$ cat config.mk
export PLATFORM = sky130hd
export DESIGN_NAME = modular_exponentiation
export DESIGN_NICKNAME = d
export VERILOG_FILES = /design/src/rtl/mexp_pkg.sv /design/src/rtl/mexp_mulmod.sv /design/src/rtl/mexp_ctrl.sv /design/src/rtl/mexp_dp.sv /design/src/rtl/modular_exponentiation.sv
export SDC_FILE = /design/constraint.sdc
export NUM_CORES = 1
export LEC_CHECK = 0
export ABC_AREA = 1
export BUFFER_PORTS_ARGS = -buffer_cell sky130_fd_sc_hd__buf_2
export CAP_MARGIN = 20
export CORE_AREA = 5 5 287 289
export CTS_BUF_LIST = sky130_fd_sc_hd__clkbuf_16
export CTS_CLUSTER_SIZE = 12
export DETAILED_ROUTE_END_ITERATION = 10
export DIE_AREA = 0 0 292 294
export HOLD_SLACK_MARGIN = 0.15
export PLACE_DENSITY = 0.71
export SLEW_MARGIN = 40
export SYNTH_ARGS = -nofsm -noshare
export SYNTH_HDL_FRONTEND = slang
export SYNTH_HIERARCHICAL = 1
export SYNTH_SLANG_ARGS = --single-unit
$ cat constraint.sdc
create_clock -name clk_i -period 16 [get_ports clk_i]
set_input_delay 3.2 -clock clk_i [delete_from_list [all_inputs] [get_ports clk_i]]
set_output_delay 3.2 -clock clk_i [all_outputs]
set_load 0.01 [all_outputs]
$ cat src/rtl/mexp_pkg.sv
// Shared constants, codes and controller/datapath interface types for the
// modular exponentiation block. No dependencies.

package mexp_pkg;

  // Width of the ports and of the arithmetic actually carried out.
  localparam int unsigned DATA_W = 64;
  localparam int unsigned OPND_W = 64;
  localparam int unsigned CNT_W  = $clog2(OPND_W);

  // Configuration port: one 64-bit register at byte address 0.
  localparam int unsigned ADDR_W  = 4;
  localparam int unsigned REG_LSB = 3;
  localparam logic [ADDR_W-1-REG_LSB:0] REG_MODULUS = '0;
  localparam logic [DATA_W-1:0] MODULUS_RST = DATA_W'(1);

  // Which modular product the shared multiplier forms.
  typedef enum logic [1:0] {
    OP_REDUCE = 2'd0,  // base mod m
    OP_ACC    = 2'd1,  // acc * sq mod m
    OP_SQ     = 2'd2   // sq * sq mod m
  } mul_op_e;

  // Source of the delivered result.
  typedef enum logic [1:0] {
    RES_ERR = 2'd0,
    RES_ONE = 2'd1,
    RES_ACC = 2'd2
  } res_sel_e;

  typedef struct packed {
    logic     load;
    logic     mul_start;
    mul_op_e  mul_op;
    logic     e_shift;
    logic     out_load;
    res_sel_e res_sel;
  } cmd_t;

  typedef struct packed {
    logic m_zero;
    logic e_zero;
    logic e_lsb;
    logic e_last;
    logic mul_done;
    logic out_free;
  } sts_t;

endpackage

$ cat src/rtl/mexp_mulmod.sv
// Bit-serial interleaved shift-add modular multiplier, one multiplier bit
// per cycle, most significant bit first. Depends on mexp_pkg.

module mexp_mulmod import mexp_pkg::*; (
  input  logic              clk_i,
  input  logic              rst_ni,
  input  logic              start_i,
  input  logic [OPND_W-1:0] x_i,
  input  logic [OPND_W-1:0] y_i,
  input  logic [OPND_W-1:0] m_i,
  output logic              done_o,
  output logic [OPND_W-1:0] prod_o
);

  logic              busy_q, busy_d;
  logic              done_q, done_d;
  logic [CNT_W-1:0]  cnt_q, cnt_d;
  logic [OPND_W-1:0] x_q, x_d;
  logic [OPND_W-1:0] y_q, y_d;
  logic [OPND_W-1:0] acc_q, acc_d;

  logic [OPND_W+1:0] m_ext, m_two, s0, s1, s2;
  logic [OPND_W-1:0] step;

  // acc < m and x < m, so 2*acc + x < 3m: pick one of three candidates.
  always_comb begin
    m_ext = (OPND_W+2)'(m_i);
    m_two = {m_ext[OPND_W:0], 1'b0};
    s0    = {1'b0, acc_q, 1'b0} + (y_q[OPND_W-1] ? (OPND_W+2)'(x_q) : '0);
    s1    = s0 - m_ext;
    s2    = s0 - m_two;
    if (s0 < m_ext) begin
      step = s0[OPND_W-1:0];
    end else if (s0 < m_two) begin
      step = s1[OPND_W-1:0];
    end else begin
      step = s2[OPND_W-1:0];
    end
  end

  always_comb begin
    busy_d = busy_q;
    done_d = 1'b0;
    cnt_d  = cnt_q;
    x_d    = x_q;
    y_d    = y_q;
    acc_d  = acc_q;
    if (start_i) begin
      busy_d = 1'b1;
      cnt_d  = '0;
      x_d    = x_i;
      y_d    = y_i;
      acc_d  = '0;
    end else if (busy_q) begin
      acc_d = step;
      y_d   = {y_q[OPND_W-2:0], 1'b0};
      cnt_d = cnt_q + CNT_W'(1);
      if (cnt_q == CNT_W'(OPND_W - 1)) begin
        busy_d = 1'b0;
        done_d = 1'b1;
      end
    end
  end

  always_ff @(posedge clk_i or negedge rst_ni) begin
    if (!rst_ni) begin
      busy_q <= 1'b0;
      done_q <= 1'b0;
      cnt_q  <= '0;
    end else begin
      busy_q <= busy_d;
      done_q <= done_d;
      cnt_q  <= cnt_d;
    end
  end

  always_ff @(posedge clk_i) begin
    x_q   <= x_d;
    y_q   <= y_d;
    acc_q <= acc_d;
  end

  assign done_o = done_q;
  assign prod_o = acc_q;

  a_no_restart: assert property (@(posedge clk_i) disable iff (!rst_ni)
    start_i |-> !busy_q)
    else $error("multiplier started while busy");

  a_prod_reduced: assert property (@(posedge clk_i) disable iff (!rst_ni)
    done_q |-> (acc_q < m_i))
    else $error("modular product not below modulus");

endmodule

$ cat src/rtl/mexp_ctrl.sv
// Sequencer for right-to-left square-and-multiply: issues reduce, multiply
// and square commands to the datapath. Depends on mexp_pkg.

module mexp_ctrl import mexp_pkg::*; (
  input  logic clk_i,
  input  logic rst_ni,
  input  logic in_valid_i,
  output logic in_stall_o,
  input  sts_t sts_i,
  output cmd_t cmd_o
);

  typedef enum logic [6:0] {
    S_IDLE    = 7'b0000001,
    S_CHECK   = 7'b0000010,
    S_REDUCE  = 7'b0000100,
    S_BIT     = 7'b0001000,
    S_MUL_ACC = 7'b0010000,
    S_MUL_SQ  = 7'b0100000,
    S_FINISH  = 7'b1000000
  } state_e;

  state_e   state_q, state_d;
  res_sel_e res_q, res_d;

  always_comb begin
    state_d = state_q;
    res_d   = res_q;
    cmd_o   = '0;
    cmd_o.mul_op  = OP_REDUCE;
    cmd_o.res_sel = res_q;
    case (state_q)
      S_IDLE: begin
        if (in_valid_i) begin
          cmd_o.load = 1'b1;
          state_d    = S_CHECK;
        end
      end
      S_CHECK: begin
        if (sts_i.m_zero) begin
          res_d   = RES_ERR;
          state_d = S_FINISH;
        end else if (sts_i.e_zero) begin
          res_d   = RES_ONE;
          state_d = S_FINISH;
        end else begin
          res_d           = RES_ACC;
          cmd_o.mul_start = 1'b1;
          cmd_o.mul_op    = OP_REDUCE;
          state_d         = S_REDUCE;
        end
      end
      S_REDUCE: begin
        if (sts_i.mul_done) begin
          state_d = S_BIT;
        end
      end
      S_BIT: begin
        if (sts_i.e_lsb) begin
          cmd_o.mul_start = 1'b1;
          cmd_o.mul_op    = OP_ACC;
          state_d         = S_MUL_ACC;
        end else if (sts_i.e_last) begin
          state_d = S_FINISH;
        end else begin
          cmd_o.mul_start = 1'b1;
          cmd_o.mul_op    = OP_SQ;
          cmd_o.e_shift   = 1'b1;
          state_d         = S_MUL_SQ;
        end
      end
      S_MUL_ACC: begin
        if (sts_i.mul_done) begin
          if (sts_i.e_last) begin
            state_d = S_FINISH;
          end else begin
            cmd_o.mul_start = 1'b1;
            cmd_o.mul_op    = OP_SQ;
            cmd_o.e_shift   = 1'b1;
            state_d         = S_MUL_SQ;
          end
        end
      end
      S_MUL_SQ: begin
        if (sts_i.mul_done) begin
          state_d = S_BIT;
        end
      end
      S_FINISH: begin
        if (sts_i.out_free) begin
          cmd_o.out_load = 1'b1;
          state_d        = S_IDLE;
        end
      end
      default: begin
        state_d = S_IDLE;
      end
    endcase
  end

  always_ff @(posedge clk_i or negedge rst_ni) begin
    if (!rst_ni) begin
      state_q <= S_IDLE;
      res_q   <= RES_ERR;
    end else begin
      state_q <= state_d;
      res_q   <= res_d;
    end
  end

  assign in_stall_o = (state_q != S_IDLE);

  a_done_when_waiting: assert property (@(posedge clk_i) disable iff (!rst_ni)
    sts_i.mul_done |->
      (state_q == S_REDUCE || state_q == S_MUL_ACC || state_q == S_MUL_SQ))
    else $error("multiplier finished outside a multiply state");

endmodule

$ cat src/rtl/mexp_dp.sv
// Datapath: modulus, exponent, accumulator and square registers, the shared
// modular multiplier and the output register. Depends on mexp_pkg, mexp_mulmod.

module mexp_dp import mexp_pkg::*; (
  input  logic              clk_i,
  input  logic              rst_ni,
  input  cmd_t              cmd_i,
  output sts_t              sts_o,
  input  logic [OPND_W-1:0] modulus_i,
  input  logic [OPND_W-1:0] base_i,
  input  logic [OPND_W-1:0] exponent_i,
  input  logic              out_stall_i,
  output logic              out_valid_o,
  output logic [OPND_W-1:0] power_result_o,
  output logic              modulus_error_o
);

  logic [OPND_W-1:0] m_q, e_q, acc_q, sq_q;
  mul_op_e           mul_op_q;
  logic              out_valid_q;
  logic [OPND_W-1:0] res_q, res_d;
  logic              err_q;

  logic              mul_done;
  logic [OPND_W-1:0] mul_x, prod;

  // The square register holds the raw base until the first reduction, and
  // the accumulator holds 1 mod m, which doubles as the reduction's multiplicand.
  assign mul_x = (cmd_i.mul_op == OP_SQ) ? sq_q : acc_q;

  mexp_mulmod u_mulmod (
    .clk_i   (clk_i),
    .rst_ni  (rst_ni),
    .start_i (cmd_i.mul_start),
    .x_i     (mul_x),
    .y_i     (sq_q),
    .m_i     (m_q),
    .done_o  (mul_done),
    .prod_o  (prod)
  );

  always_ff @(posedge clk_i) begin
    if (cmd_i.load) begin
      m_q   <= modulus_i;
      e_q   <= exponent_i;
      sq_q  <= base_i;
      acc_q <= (modulus_i == OPND_W'(1)) ? '0 : OPND_W'(1);
    end else begin
      if (cmd_i.e_shift) begin
        e_q <= e_q >> 1;
      end
      if (mul_done) begin
        case (mul_op_q)
          OP_ACC:  acc_q <= prod;
          default: sq_q  <= prod;
        endcase
      end
    end
    if (cmd_i.mul_start) begin
      mul_op_q <= cmd_i.mul_op;
    end
  end

  always_comb begin
    case (cmd_i.res_sel)
      RES_ERR: res_d = '0;
      RES_ONE: res_d = OPND_W'(1);
      default: res_d = acc_q;
    endcase
  end

  always_ff @(posedge clk_i or negedge rst_ni) begin
    if (!rst_ni) begin
      out_valid_q <= 1'b0;
    end else if (cmd_i.out_load) begin
      out_valid_q <= 1'b1;
    end else if (!out_stall_i) begin
      out_valid_q <= 1'b0;
    end
  end

  always_ff @(posedge clk_i) begin
    if (cmd_i.out_load) begin
      res_q <= res_d;
      err_q <= (cmd_i.res_sel == RES_ERR);
    end
  end

  assign sts_o.m_zero   = (m_q == '0);
  assign sts_o.e_zero   = (e_q == '0);
  assign sts_o.e_lsb    = e_q[0];
  assign sts_o.e_last   = (e_q[OPND_W-1:1] == '0);
  assign sts_o.mul_done = mul_done;
  assign sts_o.out_free = !out_valid_q || !out_stall_i;

  assign out_valid_o     = out_valid_q;
  assign power_result_o  = res_q;
  assign modulus_error_o = err_q;

endmodule

$ cat src/rtl/modular_exponentiation.sv
// Top level of the modular exponentiation block: configuration register,
// controller and datapath. Depends on mexp_pkg, mexp_ctrl, mexp_dp.
//
//   Channel  Direction  Handshake               Payload
//   in       input      in_valid_i / in_stall_o base_i, exponent_i
//   out      output     out_valid_o/out_stall_i power_result_o, modulus_error_o
//   config   input      APB (psel ... pready)   modulus at byte address 0
//
// A zero modulus or zero exponent skips the multiplier. Otherwise, with L the
// bit length of the exponent and P its count of set bits, the products are the
// base reduction, P multiplies and L-1 squares. They all go through one 64-bit
// bit-serial multiplier at one bit a cycle, and each exponent bit also passes
// through a decision state.
// Reset clears the control state and sets the modulus to 1.
// A finished result waits in an output register; the next transaction is
// accepted meanwhile, and only the delivery of its result waits on out_stall_i.

module modular_exponentiation import mexp_pkg::*; (
  input  logic              clk_i,
  input  logic              rst_ni,
  // Input transactions.
  input  logic              in_valid_i,
  output logic              in_stall_o,
  input  logic [DATA_W-1:0] base_i,
  input  logic [DATA_W-1:0] exponent_i,
  // Output transactions.
  output logic              out_valid_o,
  input  logic              out_stall_i,
  output logic [DATA_W-1:0] power_result_o,
  output logic              modulus_error_o,
  // Configuration port.
  input  logic              psel,
  input  logic              penable,
  input  logic              pwrite,
  input  logic [ADDR_W-1:0] paddr,
  input  logic [DATA_W-1:0] pwdata,
  output logic [DATA_W-1:0] prdata,
  output logic              pready
);

  logic [DATA_W-1:0] modulus_q;
  logic              reg_hit;
  cmd_t              cmd;
  sts_t              sts;
  logic [OPND_W-1:0] power_result;

  // Only the modulus register exists; writes to any other address are dropped.
  assign reg_hit = (paddr[ADDR_W-1:REG_LSB] == REG_MODULUS);
  assign pready  = 1'b1;
  assign prdata  = reg_hit ? modulus_q : '0;

  always_ff @(posedge clk_i or negedge rst_ni) begin
    if (!rst_ni) begin
      modulus_q <= MODULUS_RST;
    end else if (psel && penable && pwrite && pready && reg_hit) begin
      modulus_q <= pwdata;
    end
  end

  mexp_ctrl u_ctrl (
    .clk_i      (clk_i),
    .rst_ni     (rst_ni),
    .in_valid_i (in_valid_i),
    .in_stall_o (in_stall_o),
    .sts_i      (sts),
    .cmd_o      (cmd)
  );

  // Only the low operand-width bits of the modulus and the inputs are used.
  mexp_dp u_dp (
    .clk_i           (clk_i),
    .rst_ni          (rst_ni),
    .cmd_i           (cmd),
    .sts_o           (sts),
    .modulus_i       (modulus_q[OPND_W-1:0]),
    .base_i          (base_i[OPND_W-1:0]),
    .exponent_i      (exponent_i[OPND_W-1:0]),
    .out_stall_i     (out_stall_i),
    .out_valid_o     (out_valid_o),
    .power_result_o  (power_result),
    .modulus_error_o (modulus_error_o)
  );

  assign power_result_o = DATA_W'(power_result);

  // An error result always carries zero.
  a_err_zero: assert property (@(posedge clk_i) disable iff (!rst_ni)
    (out_valid_o && modulus_error_o) |-> (power_result_o == '0))
    else $error("error result with nonzero value");

  // A good result never exceeds the modulus (it equals it only for 1 mod 1).
  a_result_range: assert property (@(posedge clk_i) disable iff (!rst_ni)
    (out_valid_o && !modulus_error_o) |->
      (power_result <= modulus_q[OPND_W-1:0]))
    else $error("result above modulus");

endmodule

# Yosys cells after proc, flatten, opt, wreduce, memory -nomap -nowiden
# Cells that the tools add are included.
dict set report classes {
  n_bitwise 1
  muxes 50
  n_lt_le_gt_ge 2
  reduce_logical 18
  eq_ne 19
  add_sub_neg 4
}
# operator count
set ops {}
lappend ops {{two-way mux 64 bit} 15}
lappend ops {{zero test 64 bit} 2}
lappend ops {{one-hot mux 64 bit (2 select lines)} 1}
lappend ops {{subtractor 64 bit} 2}
lappend ops {{adder 65 x 64 -> 66 bit} 1}
lappend ops {{< comparator 66 x 64 -> 1 bit} 1}
lappend ops {{< comparator 66 x 65 -> 1 bit} 1}
lappend ops {{== test 64 x 1 -> 1 bit (second input constant)} 1}
lappend ops {{zero test 63 bit} 1}
lappend ops {{two-way mux 7 bit} 8}
lappend ops {{one-hot mux 7 bit (6 select lines)} 1}
lappend ops {{two-way mux 1 bit} 14}
lappend ops {{two-way mux 6 bit} 2}
lappend ops {{two-way mux 3 bit} 3}
lappend ops {{one-hot mux 3 bit (3 select lines)} 1}
lappend ops {{two-way mux 4 bit} 2}
lappend ops {{inequality test 2 bit (second input constant)} 4}
lappend ops {{nonzero test 2 bit} 4}
lappend ops {{== test 7 x 1 -> 1 bit (second input constant)} 1}
lappend ops {{== test 7 x 2 -> 1 bit (second input constant)} 1}
lappend ops {{== test 7 x 3 -> 1 bit (second input constant)} 1}
lappend ops {{== test 7 x 4 -> 1 bit (second input constant)} 1}
lappend ops {{== test 7 x 5 -> 1 bit (second input constant)} 1}
lappend ops {{== test 7 x 6 -> 1 bit (second input constant)} 1}
lappend ops {{other kinds (17)} 24}
dict set report word_totals {
  regBits 597
  wordCells 111
  out_inout_bits 132
  input_bits 203
}

# Depth between registers and ports, before layout
dict set report depth {
  depth_word 6
  depth_mapped 39
  mapped_depth_nobuf 36
}

# Cells and area by module
# Netlist, hierarchy kept.
# mod cells_per_inst area_per_inst_um2 seq_area_each_um2 n_inst
set by_module_without_submodules {}
lappend by_module_without_submodules {mexp_mulmod 4495 25687.1 5325.1 1}
lappend by_module_without_submodules {mexp_dp 1192 13927.1 9724.3 1}
lappend by_module_without_submodules {modular_exponentiation 418 3135.5 1602.8 1}
lappend by_module_without_submodules {mexp_ctrl 87 611.8 226.5 1}

# Worst setup path after synthesis
# No wires, ideal clock.
dict set report synth_timing {
  path_type {input -> register}
  startpoint {input in_valid_i}
  endpoint {register u_dp.acc_q[0] (enable)}
  required_time_ns 15.576
  setup_ns 0.424
  stages 6
  arrival_time_ns 8.140
  n_path_buf 2
  path_slack_ns 7.436
  path_cell_list {inv_1 -> nor2_1 -> buf_4 -> inv_1 -> buf_2 -> nand2_1}
}
# item line
set synth_rtl {}
lappend synth_rtl {{start: declaration} modular_exponentiation.sv:22} ;# input logic in_valid_i,
lappend synth_rtl {{end signal: assignment} mexp_dp.sv:47} ;# acc_q <= (modulus_i == OPND_W'(1)) ? '0 : OPND_W'(1);
lappend synth_rtl {{end signal: assignment} mexp_dp.sv:54} ;# OP_ACC: acc_q <= prod;
lappend synth_rtl {{end: declaration} mexp_dp.sv:18} ;# logic [OPND_W-1:0] m_q, e_q, acc_q, sq_q;

# Final worst setup path
dict set report layout_timing {
  startpoint {register u_dp.u_mulmod.y_q[63]}
  endpoint {register u_dp.u_mulmod.acc_q[35] (netlist: u_dp/u_mulmod/prod_o[35])}
}
dict set report layout_between {
  elab_chain_len 5
  word_cells_on_any_way 8
}
# item line
set layout_rtl {}
lappend layout_rtl {{start: declaration} mexp_mulmod.sv:19} ;# logic [OPND_W-1:0] y_q, y_d;
lappend layout_rtl {{start signal: assignment} mexp_mulmod.sv:79} ;# y_q <= y_d;
lappend layout_rtl {{two-way mux 64 bit (*)} mexp_mulmod.sv:29} ;# s0 = {1'b0, acc_q, 1'b0} + (y_q[OPND_W-1] ? (OPND_W+2)'(x_q) : '0);
lappend layout_rtl {{adder 65 x 64 -> 66 bit (*)} mexp_mulmod.sv:29}
lappend layout_rtl {{subtractor 64 bit, or another cell as far along} mexp_mulmod.sv:31} ;# s2 = s0 - m_two;
lappend layout_rtl {{two-way mux 64 bit} mexp_mulmod.sv:34} ;# end else if (s0 < m_two) begin
lappend layout_rtl {{two-way mux 64 bit (*)} mexp_mulmod.sv:32} ;# if (s0 < m_ext) begin
lappend layout_rtl {{end signal: assignment} mexp_mulmod.sv:80} ;# acc_q <= acc_d;
lappend layout_rtl {{end: declaration} mexp_mulmod.sv:20} ;# logic [OPND_W-1:0] acc_q, acc_d;
# Mark *: on every way between the ends. The rest lies on a longest branch, timed or not.
# A chain may end at the register's enable or synchronous reset.

==> impl_metrics.yaml <==
placed_design:
  dpl.hpwl_um: 129000
  gp_congestion: 1.07
  numPortBuffers: 330
synth:
  yosysTopAreaCellShare: 0.312
  seq_area_frac_synth: 0.389
  synth.distinct_cells: 55
  synth_async_sr_flop_share: 0.137
  netlist_top_cells_area: "edfxtp_1, nand2_1, inv_1, nor2_1, ha_1"
  synthMostInstantiatedCell: "nand2_1"
  syn-num-nets: 6590
  syn_area_mm2: 0.0434
  synth_flop_cell: "edfxtp_1"
  yosysWarningCount: 6
  synth-edff-count: 451
  synthTopCellsByCount: "nand2_1, inv_1, nor2_1"
  avgSynthCellArea_um2: 7.00
  synth_seq_cells: 597
  synthCells: 6192
  synth_top_area_cell: "edfxtp_1"
clock_network:
  cts.sink_count: 597
  cts_hold_buf: 0
  cts_buffers: 68
  clk_pin_slew_ps: 60
  h-tree-depth: 3
  ctsRootBufferMaster: "clkbuf_16"
  cts_setup_buffers: 0
  cts_resized: 0
  worstSkewPairLatency_ps: 650
  cts_tree: "yes"
  cts.path.max_buffers: 3
run_status:
  status: "finished, final reports clean"
sta:
  hold_viol: 0
  setup_viol: 0
  timing.final.crit_share: 0.477
  slew_violations: 0
  slew_headroom: 0.343
  fmax_mhz: 131
  fin_crit_ps: 7630
  rsz0062_at_grt: "false"
  worst_pin_slew_ps: 979
  tns_ps: 0
  finClkSkew_ps: 49.8
worst_setup_path:
  r2r-end: "u_dp/u_mulmod/prod_o[35]"
  critPathMaxFanout: 40
  critPathKind: "reg2reg"
  critPathMaxStageDelay_ps: 550
  crit_top_cell: "nand2_1"
  crit_path_start_kind: "register"
  startpoint: "u_dp/u_mulmod/y_q[63]"
  rr_startpoint: "u_dp/u_mulmod/y_q[63]"
  end_kind: "register"
  crit_path_top_delay_cell: "buf_4"
  crit_arrival_ps: 8110
  reg2reg_depth: 30
  r2r_setup_slack_ps: 8370
  required_ps: 16480
floorplanning:
  dieWidth_um: 292
  rows: 104
  start_util: 0.544
  die_y_um: 294
  core_mm2: 0.0796
  die-area_mm2: 0.0858
  ios: 335
hold_path:
  hp-class: "reg2reg"
  hold_path_depth: 2
  whs_endpoint: "u_ctrl/res_q[1]"
  hold_path.startpoint: "u_ctrl/res_q[1]"
drt:
  drc: 0
  routed-wl-met2_um: 71800
  via_per_inst: 5.54
  wl_per_cell_um: 20.9
  routed_wl_um: 159000
  wl_met3_um: 14000
  drtPass1Iterations: 8
  vias: 42000
  first_iter_violations: 3876
  wl_met1_um: 64700
  routed.top_layer: "met5"
  ant_nets: 0
global_route:
  track_usage: 0.354
  grt_pass1_vias: 39300
  grt_max_degree: 131
  overflow: 0
  antenna_found_initial: 3
  grt_pass1_wl_um: 233000
cells_and_area:
  drive_gt1_frac: 0.0905
  multi_input_area_mm2: 0.0215
  nNetsFinal: 6863
  seq_area_mm2: 0.0169
  nFillCells: 7463
  area_growth_pct: 10.7
job:
  maxCapViolations: 0
area by class of cell:
type	count	area share
Antenna cell	1	0.0000521
Sequential cell	597	0.352
Multi-Input combinational cell	4347	0.448
Tap cell	1060	0.0276
Clock inverter	54	0.0115
Timing Repair Buffer	360	0.0399
Clock buffer	68	0.0355
Inverter	1091	0.0855
worst max path at each step:
| stage | cells after the start | slack [ps] | endpoint |
|---|---|---|---|
| floorplan | 6 | 7440 | u_dp/acc_q[0] |
| global placement | 3 | 8490 | prdata[63] |
| detailed placement | 3 | 8780 | prdata[50] |
| CTS | 31 | 8730 | u_dp/u_mulmod/prod_o[48] |
| global route | 31 | 8290 | u_dp/u_mulmod/prod_o[48] |
| finish | 30 | 8370 | u_dp/u_mulmod/prod_o[35] |
metal layers:
metal,vias to the layer above,global-route usage
li1,20200,-
met1,19600,0.471
met2,1856,0.573
met3,350,0.0629
met4,2,0.154
met5,-,0
layout by cell type, fill, tap and decap left out, drive strengths merged, types with 4 or more instances in the layout:
cell       n
a21o       9
a21oi    281
a31oi      8
and2       5
and3       4
buf      360
bufinv     7
clkbuf    68
clkinv    24
dfrtp     80
dfxtp     64
edfxtp   451
ha       192
inv     1114
mux2      63
nand2   2102
nand3    379
nand3b    26
nand4    134
nor2     650
nor3      58
nor4      10
o211ai     5
o21a       8
o21ai    255
o21bai    45
or2        9
xnor2     28
xor2      63
cells by family (layout without fill, tap and decap cells):
logic type / count (synthesis) / after routing / share of synthesized area
simple gates: 3377 / 3377 / 0.321
buf+inv: 1248 / 1573 / 0.116
compound gates: 620 / 620 / 0.0773
flops: 597 / 597 / 0.389
fa+ha+maj: 195 / 195 / 0.0568
xor+xnor: 91 / 91 / 0.0184
mux: 63 / 63 / 0.0205
other cells: 1 / 2 / 0.0000865
state kept, by name (all words and copies together) (netlist names), 2 cells and up:
register and flops:
u_dp/acc_q 64, u_ctrl/state_q 7, u_ctrl/res_q 2, u_dp/u_mulmod/prod_o 64, u_dp/m_q 64, u_dp/e_q 64, u_dp/u_mulmod/x_q 64, u_dp/sq_q 64
u_dp/power_result_o 64, u_dp/u_mulmod/y_q 64, modulus_q 64, u_dp/mul_op_q 2, u_dp/u_mulmod/cnt_q 6
worst max-delay path: cells and delay by family, from the launching register on:
family          cells  cell delay, ps
simple gates       15            2930
compound gates      6            1490
fa+ha+maj           3            1290
buf+inv             6            1360
flops               1             320
metrics by stage:
| stage | setup slack (ps) | hold WS (ps) | instances | utilization | cell area [um2] |
|---|---|---|---|---|---|
| floorplan | 7440 | 449 | 6192 | - | 43400 |
| global placement | 8490 | 474 | 7454 | 0.573 | 45700 |
| detailed placement | 8780 | 478 | 7455 | 0.574 | 45700 |
| CTS | 8730 | 492 | 7577 | 0.602 | 48000 |
| global route | 8290 | 511 | 7578 | 0.603 | 48000 |
| finish | 8370 | 495 | 7578 | 0.603 | 48000 |
Power is not shown: default switching activity piles up to over one toggle a cycle in this logic, so the estimate is an artifact.
